## src/rtl/core/dhcp_request_classifier_macros.svh

```systemverilog
// Assertion macros used by the classifier top level.
`ifndef DHCP_REQUEST_CLASSIFIER_MACROS_SVH
`define DHCP_REQUEST_CLASSIFIER_MACROS_SVH

// Condition that holds at every clock edge outside reset.
`define DRC_ASSERT_ALWAYS(lbl, cond, msg) \
  lbl: assert property (@(posedge clk) disable iff (!rst_n) (cond)) else $error(msg);

// Consequence that holds in the cycle after the antecedent.
`define DRC_ASSERT_NEXT(lbl, ante, cons, msg) \
  lbl: assert property (@(posedge clk) disable iff (!rst_n) (ante) |=> (cons)) else $error(msg);

`endif

```

## src/rtl/core/drc_pkg.sv

```systemverilog
// Types and constants of the DHCP request classifier.
package drc_pkg;

  localparam int POS_W = 11;

  // Fixed payload offsets
  localparam logic [POS_W-1:0] OP_POS        = 11'd0;
  localparam logic [POS_W-1:0] YIADDR_FIRST  = 11'd16;
  localparam logic [POS_W-1:0] YIADDR_LAST   = 11'd19;
  localparam logic [POS_W-1:0] SNAME_POS     = 11'd44;
  localparam logic [POS_W-1:0] COOKIE_FIRST  = 11'd236;
  localparam logic [POS_W-1:0] COOKIE_LAST   = 11'd239;
  localparam logic [POS_W-1:0] OPTIONS_START = 11'd240;

  localparam logic [POS_W-1:0] MIN_LEN_RESET = 11'd236;

  localparam logic [7:0] OPT_PAD     = 8'd0;
  localparam logic [7:0] OPT_MSG_TYPE = 8'd53;
  localparam logic [7:0] OP_BOOTREQUEST = 8'd1;
  localparam logic [7:0] MSG_BOOTP   = 8'd0;
  localparam logic [7:0] MSG_DISCOVER = 8'd1;
  localparam logic [7:0] MSG_REQUEST = 8'd3;

  // reply_kind codes
  localparam logic [1:0] KIND_NONE  = 2'd0;
  localparam logic [1:0] KIND_OFFER = 2'd1;
  localparam logic [1:0] KIND_ACK   = 2'd2;

  // verdict codes
  localparam logic [2:0] VERDICT_ANSWERED    = 3'd0;
  localparam logic [2:0] VERDICT_TOO_SHORT   = 3'd1;
  localparam logic [2:0] VERDICT_NOT_REQUEST = 3'd2;
  localparam logic [2:0] VERDICT_SNAME_SET   = 3'd3;
  localparam logic [2:0] VERDICT_ADDR_SET    = 3'd4;
  localparam logic [2:0] VERDICT_UNSUPPORTED = 3'd5;

  typedef struct packed {
    logic [7:0] data_byte;
    logic       last_byte;
  } in_word_t;

  typedef struct packed {
    logic [1:0] reply_kind;
    logic [7:0] message_type;
    logic       cookie_seen;
    logic [2:0] verdict;
  } out_word_t;

  // Option walker control and status
  typedef struct packed {
    logic en;
    logic clear;
  } walk_ctrl_t;

  typedef struct packed {
    logic       found;
    logic [7:0] msg_type;
  } walk_status_t;

  // Magic cookie 99,130,83,99 by byte index
  function automatic logic [7:0] cookie_byte(input logic [1:0] idx);
    logic [7:0] b;
    case (idx)
      2'd0:    b = 8'd99;
      2'd1:    b = 8'd130;
      2'd2:    b = 8'd83;
      default: b = 8'd99;
    endcase
    return b;
  endfunction

endpackage

```

## src/rtl/core/drc_opt_walk.sv

```systemverilog
// Option TLV walker: skips pads and other options, captures option 53.
module drc_opt_walk (
  input  logic                  clk,
  input  logic                  rst_n,
  input  drc_pkg::walk_ctrl_t   ctrl,
  input  logic [7:0]            data_byte,
  output drc_pkg::walk_status_t status
);
  import drc_pkg::*;

  localparam logic [1:0] PH_CODE = 2'd0;
  localparam logic [1:0] PH_LEN  = 2'd1;
  localparam logic [1:0] PH_SKIP = 2'd2;
  localparam logic [1:0] PH_TYPE = 2'd3;

  logic [1:0] phase_r, phase_nxt;
  logic [7:0] skip_r, skip_nxt;
  logic       found_r, found_nxt;
  logic [7:0] type_r, type_nxt;
  logic [7:0] skip_dec;

  assign skip_dec = skip_r - 8'd1;

  // Next walk state for the current byte
  always_comb begin
    phase_nxt = phase_r;
    skip_nxt  = skip_r;
    found_nxt = found_r;
    type_nxt  = type_r;
    if (ctrl.en && !found_r) begin
      case (phase_r)
        PH_CODE: begin
          if (data_byte == OPT_PAD) begin
            phase_nxt = PH_CODE;
          end else if (data_byte == OPT_MSG_TYPE) begin
            phase_nxt = PH_TYPE;
            skip_nxt  = 8'd1;  // length byte pending
          end else begin
            phase_nxt = PH_LEN;
          end
        end
        PH_LEN: begin
          skip_nxt  = data_byte;
          phase_nxt = (data_byte == 8'd0) ? PH_CODE : PH_SKIP;
        end
        PH_SKIP: begin
          skip_nxt = skip_dec;
          if (skip_dec == 8'd0) begin
            phase_nxt = PH_CODE;
          end
        end
        PH_TYPE: begin
          if (skip_r != 8'd0) begin
            skip_nxt = 8'd0;  // length byte, value follows
          end else begin
            found_nxt = 1'b1;
            type_nxt  = data_byte;
            phase_nxt = PH_CODE;
          end
        end
        default: begin
          phase_nxt = PH_CODE;
        end
      endcase
    end
  end

  // Status includes the byte being walked this cycle
  assign status.found    = found_nxt;
  assign status.msg_type = type_nxt;

  always_ff @(posedge clk) begin
    if (!rst_n || ctrl.clear) begin
      phase_r <= PH_CODE;
      skip_r  <= 8'd0;
      found_r <= 1'b0;
      type_r  <= 8'd0;
    end else begin
      phase_r <= phase_nxt;
      skip_r  <= skip_nxt;
      found_r <= found_nxt;
      type_r  <= type_nxt;
    end
  end

endmodule

```

## src/rtl/core/dhcp_request_classifier.sv

```systemverilog
// Top level: one-byte-per-cycle DHCP request parser and classifier.
// Pipeline: a word is held in the input register; the result for a last byte is
//   loaded into the output register when that byte leaves the input register.
// Throughput: one byte per cycle; the input register and the output register decouple
//   the two sides, so only a stalled pending result holds back a last byte.
// Reset: synchronous active-low rst_n clears packet state and valids; min length -> 236.
`include "dhcp_request_classifier_macros.svh"

module dhcp_request_classifier #(
  parameter int MAX_PACKET_BYTES = 1024
) (
  input  logic               clk,
  input  logic               rst_n,
  input  logic               in_valid,
  output logic               in_stall,
  input  drc_pkg::in_word_t  in_word,
  output logic               out_valid,
  input  logic               out_stall,
  output drc_pkg::out_word_t out_word,
  input  logic               cfg_wr_en,
  input  logic [10:0]        cfg_wr_data
);
  import drc_pkg::*;

  localparam logic [POS_W-1:0] MAX_POS = POS_W'(MAX_PACKET_BYTES);

  // Input register
  logic      s1_valid_r;
  in_word_t  s1_word_r;
  logic      s1_adv;
  logic      in_accept;

  // Packet state
  logic [POS_W-1:0] pos_r, pos_nxt;
  logic [7:0]       op_r, op_nxt;
  logic [7:0]       sname_r, sname_nxt;
  logic [31:0]      addr_r, addr_nxt;
  logic             cookie_r, cookie_nxt;
  logic [POS_W-1:0] min_len_r;

  // Output register
  logic      out_valid_r;
  out_word_t out_word_r, res_word;

  logic         take;
  logic         end_pkt;
  walk_ctrl_t   walk_ctrl;
  walk_status_t walk_status;
  logic         cookie_ok;
  logic [7:0]   mtype;
  logic         kind_ok;
  logic         type_ok;

  // Handshake: a last byte needs room in the output register
  assign s1_adv    = s1_valid_r && (!s1_word_r.last_byte || !out_valid_r || !out_stall);
  assign in_stall  = s1_valid_r && !s1_adv;
  assign in_accept = in_valid && !in_stall;
  assign end_pkt   = s1_adv && s1_word_r.last_byte;

  // Byte capture by position; bytes past the limit are dropped
  assign take = s1_adv && (pos_r < MAX_POS);

  always_comb begin
    pos_nxt    = pos_r;
    op_nxt     = op_r;
    sname_nxt  = sname_r;
    addr_nxt   = addr_r;
    cookie_nxt = cookie_r;
    if (take) begin
      pos_nxt = pos_r + POS_W'(1);
      if (pos_r == OP_POS) begin
        op_nxt = s1_word_r.data_byte;
      end else if (pos_r >= YIADDR_FIRST && pos_r <= YIADDR_LAST) begin
        addr_nxt = {addr_r[23:0], s1_word_r.data_byte};
      end else if (pos_r == SNAME_POS) begin
        sname_nxt = s1_word_r.data_byte;
      end else if (pos_r >= COOKIE_FIRST && pos_r <= COOKIE_LAST) begin
        if (s1_word_r.data_byte != cookie_byte(pos_r[1:0])) begin
          cookie_nxt = 1'b0;
        end
      end
    end
  end

  assign walk_ctrl.en    = take && (pos_r >= OPTIONS_START);
  assign walk_ctrl.clear = end_pkt;

  drc_opt_walk u_walk (
    .clk       (clk),
    .rst_n     (rst_n),
    .ctrl      (walk_ctrl),
    .data_byte (s1_word_r.data_byte),
    .status    (walk_status)
  );

  // Verdict from the state as it stands after this byte
  assign cookie_ok = cookie_nxt && (pos_nxt >= OPTIONS_START);
  assign mtype     = (cookie_ok && walk_status.found) ? walk_status.msg_type : 8'd0;

  always_comb begin
    res_word.message_type = mtype;
    res_word.cookie_seen  = cookie_ok;
    res_word.reply_kind   = KIND_NONE;
    if (pos_nxt < min_len_r) begin
      res_word.verdict = VERDICT_TOO_SHORT;
    end else if (sname_nxt != 8'd0) begin
      res_word.verdict = VERDICT_SNAME_SET;
    end else if (op_nxt != OP_BOOTREQUEST) begin
      res_word.verdict = VERDICT_NOT_REQUEST;
    end else if (addr_nxt != 32'd0 && addr_nxt != 32'hFFFF_FFFF) begin
      res_word.verdict = VERDICT_ADDR_SET;
    end else if (mtype == MSG_BOOTP || mtype == MSG_DISCOVER) begin
      res_word.verdict    = VERDICT_ANSWERED;
      res_word.reply_kind = KIND_OFFER;
    end else if (mtype == MSG_REQUEST) begin
      res_word.verdict    = VERDICT_ANSWERED;
      res_word.reply_kind = KIND_ACK;
    end else begin
      res_word.verdict = VERDICT_UNSUPPORTED;
    end
  end

  // Input register
  always_ff @(posedge clk) begin
    if (!rst_n) begin
      s1_valid_r <= 1'b0;
    end else if (in_accept) begin
      s1_valid_r <= 1'b1;
    end else if (s1_adv) begin
      s1_valid_r <= 1'b0;
    end
    if (in_accept) begin
      s1_word_r <= in_word;
    end
  end

  // Packet state; cleared once the last byte is classified
  always_ff @(posedge clk) begin
    if (!rst_n || end_pkt) begin
      pos_r    <= '0;
      op_r     <= 8'd0;
      sname_r  <= 8'd0;
      addr_r   <= 32'd0;
      cookie_r <= 1'b1;
    end else begin
      pos_r    <= pos_nxt;
      op_r     <= op_nxt;
      sname_r  <= sname_nxt;
      addr_r   <= addr_nxt;
      cookie_r <= cookie_nxt;
    end
  end

  // Config register
  always_ff @(posedge clk) begin
    if (!rst_n) begin
      min_len_r <= MIN_LEN_RESET;
    end else if (cfg_wr_en) begin
      min_len_r <= cfg_wr_data;
    end
  end

  // Output register
  always_ff @(posedge clk) begin
    if (!rst_n) begin
      out_valid_r <= 1'b0;
    end else if (end_pkt) begin
      out_valid_r <= 1'b1;
    end else if (!out_stall) begin
      out_valid_r <= 1'b0;
    end
    if (end_pkt) begin
      out_word_r <= res_word;
    end
  end

  assign out_valid = out_valid_r;
  assign out_word  = out_word_r;

  // Checks
  assign kind_ok = (out_word_r.reply_kind != KIND_NONE) ==
                   (out_word_r.verdict == VERDICT_ANSWERED);
  assign type_ok = (out_word_r.message_type == 8'd0) || out_word_r.cookie_seen;

  `DRC_ASSERT_ALWAYS(a_kind_matches_verdict, !out_valid_r || kind_ok, "reply kind vs verdict")
  `DRC_ASSERT_ALWAYS(a_type_needs_cookie, !out_valid_r || type_ok, "type without cookie")
  `DRC_ASSERT_NEXT(a_pos_cleared, end_pkt, pos_r == '0 && cookie_r, "packet state not cleared")
  `DRC_ASSERT_NEXT(a_result_loaded, end_pkt, out_valid_r, "result word not loaded")

endmodule

```

## config.mk

```make
export PLATFORM = sky130hd
export DESIGN_NAME = dhcp_request_classifier
export DESIGN_NICKNAME = d
export VERILOG_FILES = /design/src/rtl/core/drc_pkg.sv /design/src/rtl/core/drc_opt_walk.sv /design/src/rtl/core/dhcp_request_classifier.sv
export VERILOG_INCLUDE_DIRS = /design/src /design/src/rtl/core
export SDC_FILE = /design/constraint.sdc
export NUM_CORES = 1
export LEC_CHECK = 0
export BUFFER_PORTS_ARGS = -buffer_cell sky130_fd_sc_hd__buf_2
export CAP_MARGIN = 5
export CORE_ASPECT_RATIO = 0.75
export CORE_MARGIN = 2
export CORE_UTILIZATION = 40
export CTS_CLUSTER_SIZE = 10
export DETAILED_ROUTE_END_ITERATION = 8
export PLACE_DENSITY = 0.54
export RECOVER_POWER = 50
export SYNTH_ARGS = -nofsm -noshare
export SYNTH_HDL_FRONTEND = slang
export SYNTH_SLANG_ARGS = --single-unit
```

## constraint.sdc

```tcl
create_clock -name clk -period 3.9 [get_ports clk]
set_input_delay 0.195 -clock clk [delete_from_list [all_inputs] [get_ports clk]]
set_output_delay 0.195 -clock clk [all_outputs]
set_load 0.01 [all_outputs]
```

======== Yosys cells after proc, flatten, opt, wreduce, memory -nomap -nowiden ========
Index checks and enable logic that the tools add are counted.
operators by class
  add/subtract/negate cells ............... 2
  magnitude comparators ................... 8
  equal/unequal tests ..................... 18
  mux-type cells .......................... 50
  reduce and logical (&&, ||, !) cells .... 38
operators with widths
  kind                   number
  $mux 8                 18
  $mux 32                3
  $ge 11x8->1 const B    3
  $ne 32x32->1 const B   1
  $pmux 8 s4             1
  $reduce_bool 32->1     1
  $logic_not 8->1        3
  $mux 2                 8
  $pmux 8 s2             1
  $reduce_bool 8->1      2
  $mux 1                 14
  $logic_and 1x1->1      12
  $add 11x1->11 const B  1
  $eq 11x6->1 const B    1
  $ge 11x5->1 const B    1
  $le 11x5->1 const B    1
  $le 11x8->1 const B    1
  $logic_not 11->1       1
  $lt 11x11->1           1
  $lt 11x11->1 const B   1
  $mux 11                1
  $mux 3                 3
  $eq 8x1->1 const B     1
  $eq 8x2->1 const B     1
  other kinds (19)       35
word-level totals
  register bits after elaboration ......... 115
  input bits .............................. 25
  output and inout port bits .............. 16

======== Depth between registers and ports, before layout ========
  depth after elaboration ................. 23
  gate-level depth with buffers ........... 13
  mapped depth without buffers ............ 12

======== Modules after synthesis ========
Synthesis repeated with hierarchy kept, for this count alone.
second synthesis, totals
  cells, all modules ...................... 592
  area, all modules ....................... 5440.2 µm²
by module, submodules not included
  module                   times used  cells each  area each (µm²)  sequential area each (µm²)
  dhcp_request_classifier  1           467         4350.4           2152.1
  drc_opt_walk             1           125         1089.8           380.4

======== Least setup slack after synthesis ========
OpenSTA, ideal clock, no wires.
  path kind ............................... reg-to-reg
  start point ............................. reg s1_word_r[0] in the netlist's numbering
  end point ............................... reg out_word_r, in the netlist out_word[13], data pin
  arrival time ............................ 3.027 ns
  required time ........................... 3.644 ns
  path slack .............................. 0.616 ns
  cell stages (with the launch flop) ...... 11
  path buffers ............................ 1
  cells stage by stage .................... edfxtp_1 -> and3_1 -> clkbuf_1 -> nor4b_1 -> nand3_1 -> xnor2_1 -> ha_1 -> a21o_1 -> a2111oi_0 -> or4b_1 -> and4bb_1
on the way
  cells in the longest elaborated chain, start to end .. 13
ends and longest elaborated chain
  what                                                  RTL line                        source
  start: declaration                                    dhcp_request_classifier.sv:29   in_word_t s1_word_r;
  start signal: assignment                              dhcp_request_classifier.sv:133  s1_word_r <= in_word;
  $logic_not 1->1 *                                     dhcp_request_classifier.sv:55   assign s1_adv = s1_valid_r && (!s1_word_r.last_byte || !out_valid_r || !out_stall);
  $logic_or 1x1->1 * (2 in a row)                       dhcp_request_classifier.sv:55
  $logic_and 1x1->1 *                                   dhcp_request_classifier.sv:55
  $logic_and 1x1->1 *                                   dhcp_request_classifier.sv:61   assign take = s1_adv && (pos_r < MAX_POS);
  $mux 11 *                                             dhcp_request_classifier.sv:69   if (take) begin
  via pos_nxt[9]                                        dhcp_request_classifier.sv:34   logic [POS_W-1:0] pos_r, pos_nxt;
  $ge 11x8->1                                           dhcp_request_classifier.sv:97   assign cookie_ok = cookie_nxt && (pos_nxt >= OPTIONS_START);
  $logic_and 1x1->1                                     dhcp_request_classifier.sv:97
  $logic_and 1x1->1                                     dhcp_request_classifier.sv:98   assign mtype = (cookie_ok && walk_status.found) ? walk_status.msg_type : 8'd0;
  $mux 8                                                dhcp_request_classifier.sv:98
  $eq 8x1->1 / $logic_not 8->1 (equally long branches)  dhcp_request_classifier.sv:112  end else if (mtype == MSG_BOOTP || mtype == MSG_DISCOVER) begin
  $logic_or 1x1->1                                      dhcp_request_classifier.sv:112
  $reduce_or 5->1 (no source line)                      -
  end signal: assignment                                dhcp_request_classifier.sv:173  out_word_r <= res_word;
  end: declaration                                      dhcp_request_classifier.sv:43   out_word_t out_word_r, res_word;
The timed path passes the listed nets; every way through them passes the cells marked *.
A chain may end at the register's enable or synchronous reset.

======== Final worst setup path ========
  start point ............................. reg s1_valid_r
  end point ............................... reg out_word_r, in the netlist out_word[13], data pin
on the way
  cells in the longest elaborated chain, start to end .. 10
ends and longest elaborated chain
  what                                                  RTL line                        source
  start: declaration                                    dhcp_request_classifier.sv:28   logic s1_valid_r;
  start signal: assignment                              dhcp_request_classifier.sv:126  s1_valid_r <= 1'b0;
  start signal: assignment                              dhcp_request_classifier.sv:128  s1_valid_r <= 1'b1;
  start signal: assignment                              dhcp_request_classifier.sv:130  s1_valid_r <= 1'b0;
  $logic_and 1x1->1 *                                   dhcp_request_classifier.sv:55
  $logic_and 1x1->1 *                                   dhcp_request_classifier.sv:61
  $mux 11 *                                             dhcp_request_classifier.sv:69
  via pos_nxt[4]                                        dhcp_request_classifier.sv:34
  $ge 11x8->1                                           dhcp_request_classifier.sv:97
  $logic_and 1x1->1                                     dhcp_request_classifier.sv:97
  $logic_and 1x1->1                                     dhcp_request_classifier.sv:98
  $mux 8                                                dhcp_request_classifier.sv:98
  $eq 8x1->1 / $logic_not 8->1 (equally long branches)  dhcp_request_classifier.sv:112
  $logic_or 1x1->1                                      dhcp_request_classifier.sv:112
  $reduce_or 5->1 (no source line)                      -
Marks and branches as above.

==> results by group <==
Synth
  – Top post-synthesis cells by area: dfxtp_1 (34%), edfxtp_1 (13%), nand2_1 (7.2%)
  – Top-count cell post-synth: nand2_1
  – Syn Nets: 650
  – Post-synth EDFFs: 23
  – Synth warn: 0
  – Post-synth top area share: 0.343
  – Area leader, netlist: dfxtp_1
  – Top FF cell, synth: dfxtp_1
  – Register area share after synthesis: 0.471
  – Top cells by count, synth: nand2_1 (103), dfxtp_1 (92), nor2_1 (58), a21oi_1 (52), clkbuf_1 (37)
  – Netlist cell types: 56
  – Fraction of registers with async set/reset: 0
  – Synth Cell Area: 5380 um2
  – Yosys reg bits: 115
  – Synth Instances: 608
  – Synth Area per Inst: 8.84 um2

GRT
  – Vias in the first global route: 4,267
  – Initial antenna violation count: 0
  – Largest net degree at the start of global routing: 53
  – Global route overflow: 0
  – GRT Resource Usage Total: 0.194
  – Global-route wire length before repair: 21,700 um

STA
  – Worst-Margin Slew: 1.21 ns
  – Fin. Hold Viols: 0
  – Final setup vio count: 0
  – Fmax: 290 MHz
  – Final Max Tran Viols: 0
  – Final period utilization: 0.883
  – RSZ-0062 raised after global routing: false
  – Clk_skew: 0.0111 ns
  – Slew HR: 0.192
  – Setup TNS: 0 ns
  – Final min period: 3.44 ns

CTS
  – CTS sink count: 115
  – Worst-Skew Late Latency: 0.41 ns
  – H-tree Lvls: 4
  – Clock Path Buffers: 2
  – CTS resizes: 0
  – CTS tree: done
  – CTS clock-pin slew for the worst setup and hold paths: 0.06 ns
  – CTS Buf Count: 17
  – Root buffer cell: clkbuf_16

Worst setup path
  – CP arrival: 3.61 ns
  – CP delay by family, top: compound AO/OA/AOI/OAI gates
  – Crit end category: flip-flop
  – CP Buf/Inv Count: 1
  – Crit-path max FO: 7
  – CP Class: flip-flop to flip-flop
  – CP max-delay cell: a2111oi_0
  – Crit path cell chain: nor2b_1, nand2_1, nor2_1, xor2_1, ha_1, a21oi_1, o22ai_1, o21a_1, o31a_1, a2111oi_0, buf_4, or4b_1, and4bb_1
  – CP max stage delay: 0.46 ns
  – CP startpoint kind: flip-flop
  – CP required: 4.07 ns

Placement
  – DP Wirelength: 9070 um
  – I/O Buffers: 40
  – GPL Wtd Cong: 0.884

Power
  – Power share of the clock group: 0.520
  – P per Cell Area: 443 nW/um2
  – Flop pwr share: 0.437
  – Cell Int Power: 0.00221 W
  – Worst VDD drop: 0.337 mV
  – Switching pwr: 0.000652 W
  – Leakage: 2.39 nW
  – Total power: 0.00286 W
  – Sw frac: 0.228
  – Logic pwr share: 0.043

Layout
  – Layout cells sized above 1: 0.116
  – Final nets: 701
  – Area delta synth->final: 20.2%
  – Number of inserted diodes: 0
  – Layout fillers: 1,263

Floorplanning
  – Core area: 13,100 um2
  – Row count: 36
  – DIE AREA: 14,400 um2
  – Ports: 41
  – Initial Utilization: 0.412
  – DIE HEIGHT: 104 um
  – Die W: 138 um

Route
  – # DRC: 0
  – DRT iter0 DRCs: 323
  – Post-route ant nets: 0
  – Routed via count: 4,446
  – Routed WL: 13,100 um
  – Drt pass-1 iters: 5
  – Vias per inst: 5.27
  – DR WL/cell: 15.5 um

Min path
  – Type of the most critical hold path: input pin to flip-flop

Run status
  – Status: finished, final reports clean

Job
  – Max cap viols: 0
-- worst paths after layout --
| path | startpoint | end | slack (ns) | cells past startpoint |
|---|---|---|---|---|
| setup / recovery | s1_valid_r$_SDFFE_PN0P_ | out_word[13]$_SDFFCE_PP0P_ | 0.46 | 13 |
| hold / removal | in_valid | s1_valid_r$_SDFFE_PN0P_ | 0.03 | 2 |
| setup reg to reg | s1_valid_r$_SDFFE_PN0P_ | out_word[13]$_SDFFCE_PP0P_ | 0.46 | 13 |
| hold reg to reg | op_r[1]$_SDFF_PP0_ | op_r[1]$_SDFF_PP0_ | 0.45 | 2 |
-- registers in the layout, indices dropped and copies added, names as in the netlist, 2 cells and up --
signal	flops
addr_r	32
u_walk.type_r	8
u_walk.skip_r	8
u_walk.phase_r	2
out_word	14
sname_r	8
min_len_r	11
pos_r	11
s1_word_r	9
op_r	8
-- cell type report --
type | instances | area [um2] | area share
clock buffers | 21 | 470 | 0.0728
clock inverters | 11 | 100 | 0.0155
inverters | 17 | 63.8 | 0.00987
multi-input cells | 439 | 2660 | 0.411
flip-flops and latches | 115 | 2530 | 0.392
well taps | 171 | 214 | 0.0331
repair buffers | 69 | 429 | 0.0664
-- per-layer routing --
metal,vias up,track usage,share of wire
met4,0,0.0649,0.011
met2,130,0.250,0.40
li1,2251,-,-
met5,-,0,0
met3,16,0.0487,0.061
met1,2049,0.306,0.53
-- cells in the final DEF (no fill, tap or decap), drive strengths merged, types with 6 or more instances in the layout --
cell type / netlist / final
nand4: 12 / 12
dfxtp: 92 / 92
inv: 17 / 20
xnor2: 7 / 7
o21ai: 11 / 11
buf: 0 / 38
nor3: 8 / 8
xor2: 8 / 8
o211ai: 8 / 8
nand3: 13 / 13
nor2: 58 / 58
ha: 17 / 17
a21oi: 52 / 52
a22oi: 6 / 6
edfxtp: 23 / 23
mux2i: 25 / 25
nand2: 103 / 103
dlygate4sd3: 0 / 14
nor4: 18 / 18
nand2b: 8 / 8
nor2b: 21 / 21
clkbuf: 37 / 38
-- power by group through the flow --
stage / Combinational, W / Clock, W / Sequential (W)
floorplan: 0.0000736 / 0 / 0.00127
detailed placement: 0.000112 / 0 / 0.00127
global placement: 0.000111 / 0 / 0.00127
finish: 0.000122 / 0.00149 / 0.00125
CTS: 0.000123 / 0.00151 / 0.00125
global route: 0.000136 / 0.00158 / 0.00125
-- what timing repair did --
item / CTS / global route
endpoints found under the hold margin: 14 / 0
hold buffers: 14 / 0
setup buffers: 0 / 0
-- metrics by stage --
stage	util	setup slack [ns]	instances	instance area, um2	hold slack [ns]
floorplan	-	0.616	608	5380	0.294
global placement	0.443	0.534	797	5780	0.372
detailed placement	0.443	0.489	797	5780	0.373
CTS	0.497	0.484	843	6490	0.0199
global route	0.495	0.158	843	6460	0.0405
finish	0.495	0.456	843	6460	0.0304
-- logic make-up after synthesis --
family / after synthesis / synth area share
adders and majority gates: 17 / 0.0396
DFF: 115 / 0.471
and+or+nand+nor: 274 / 0.254
buffers and inverters: 54 / 0.0377
xor gates and xnor gates: 15 / 0.0244
muxes: 27 / 0.0507
AOI/OAI and AO/OA: 106 / 0.123
No activity file was read; power rests on OpenSTA's default activity.
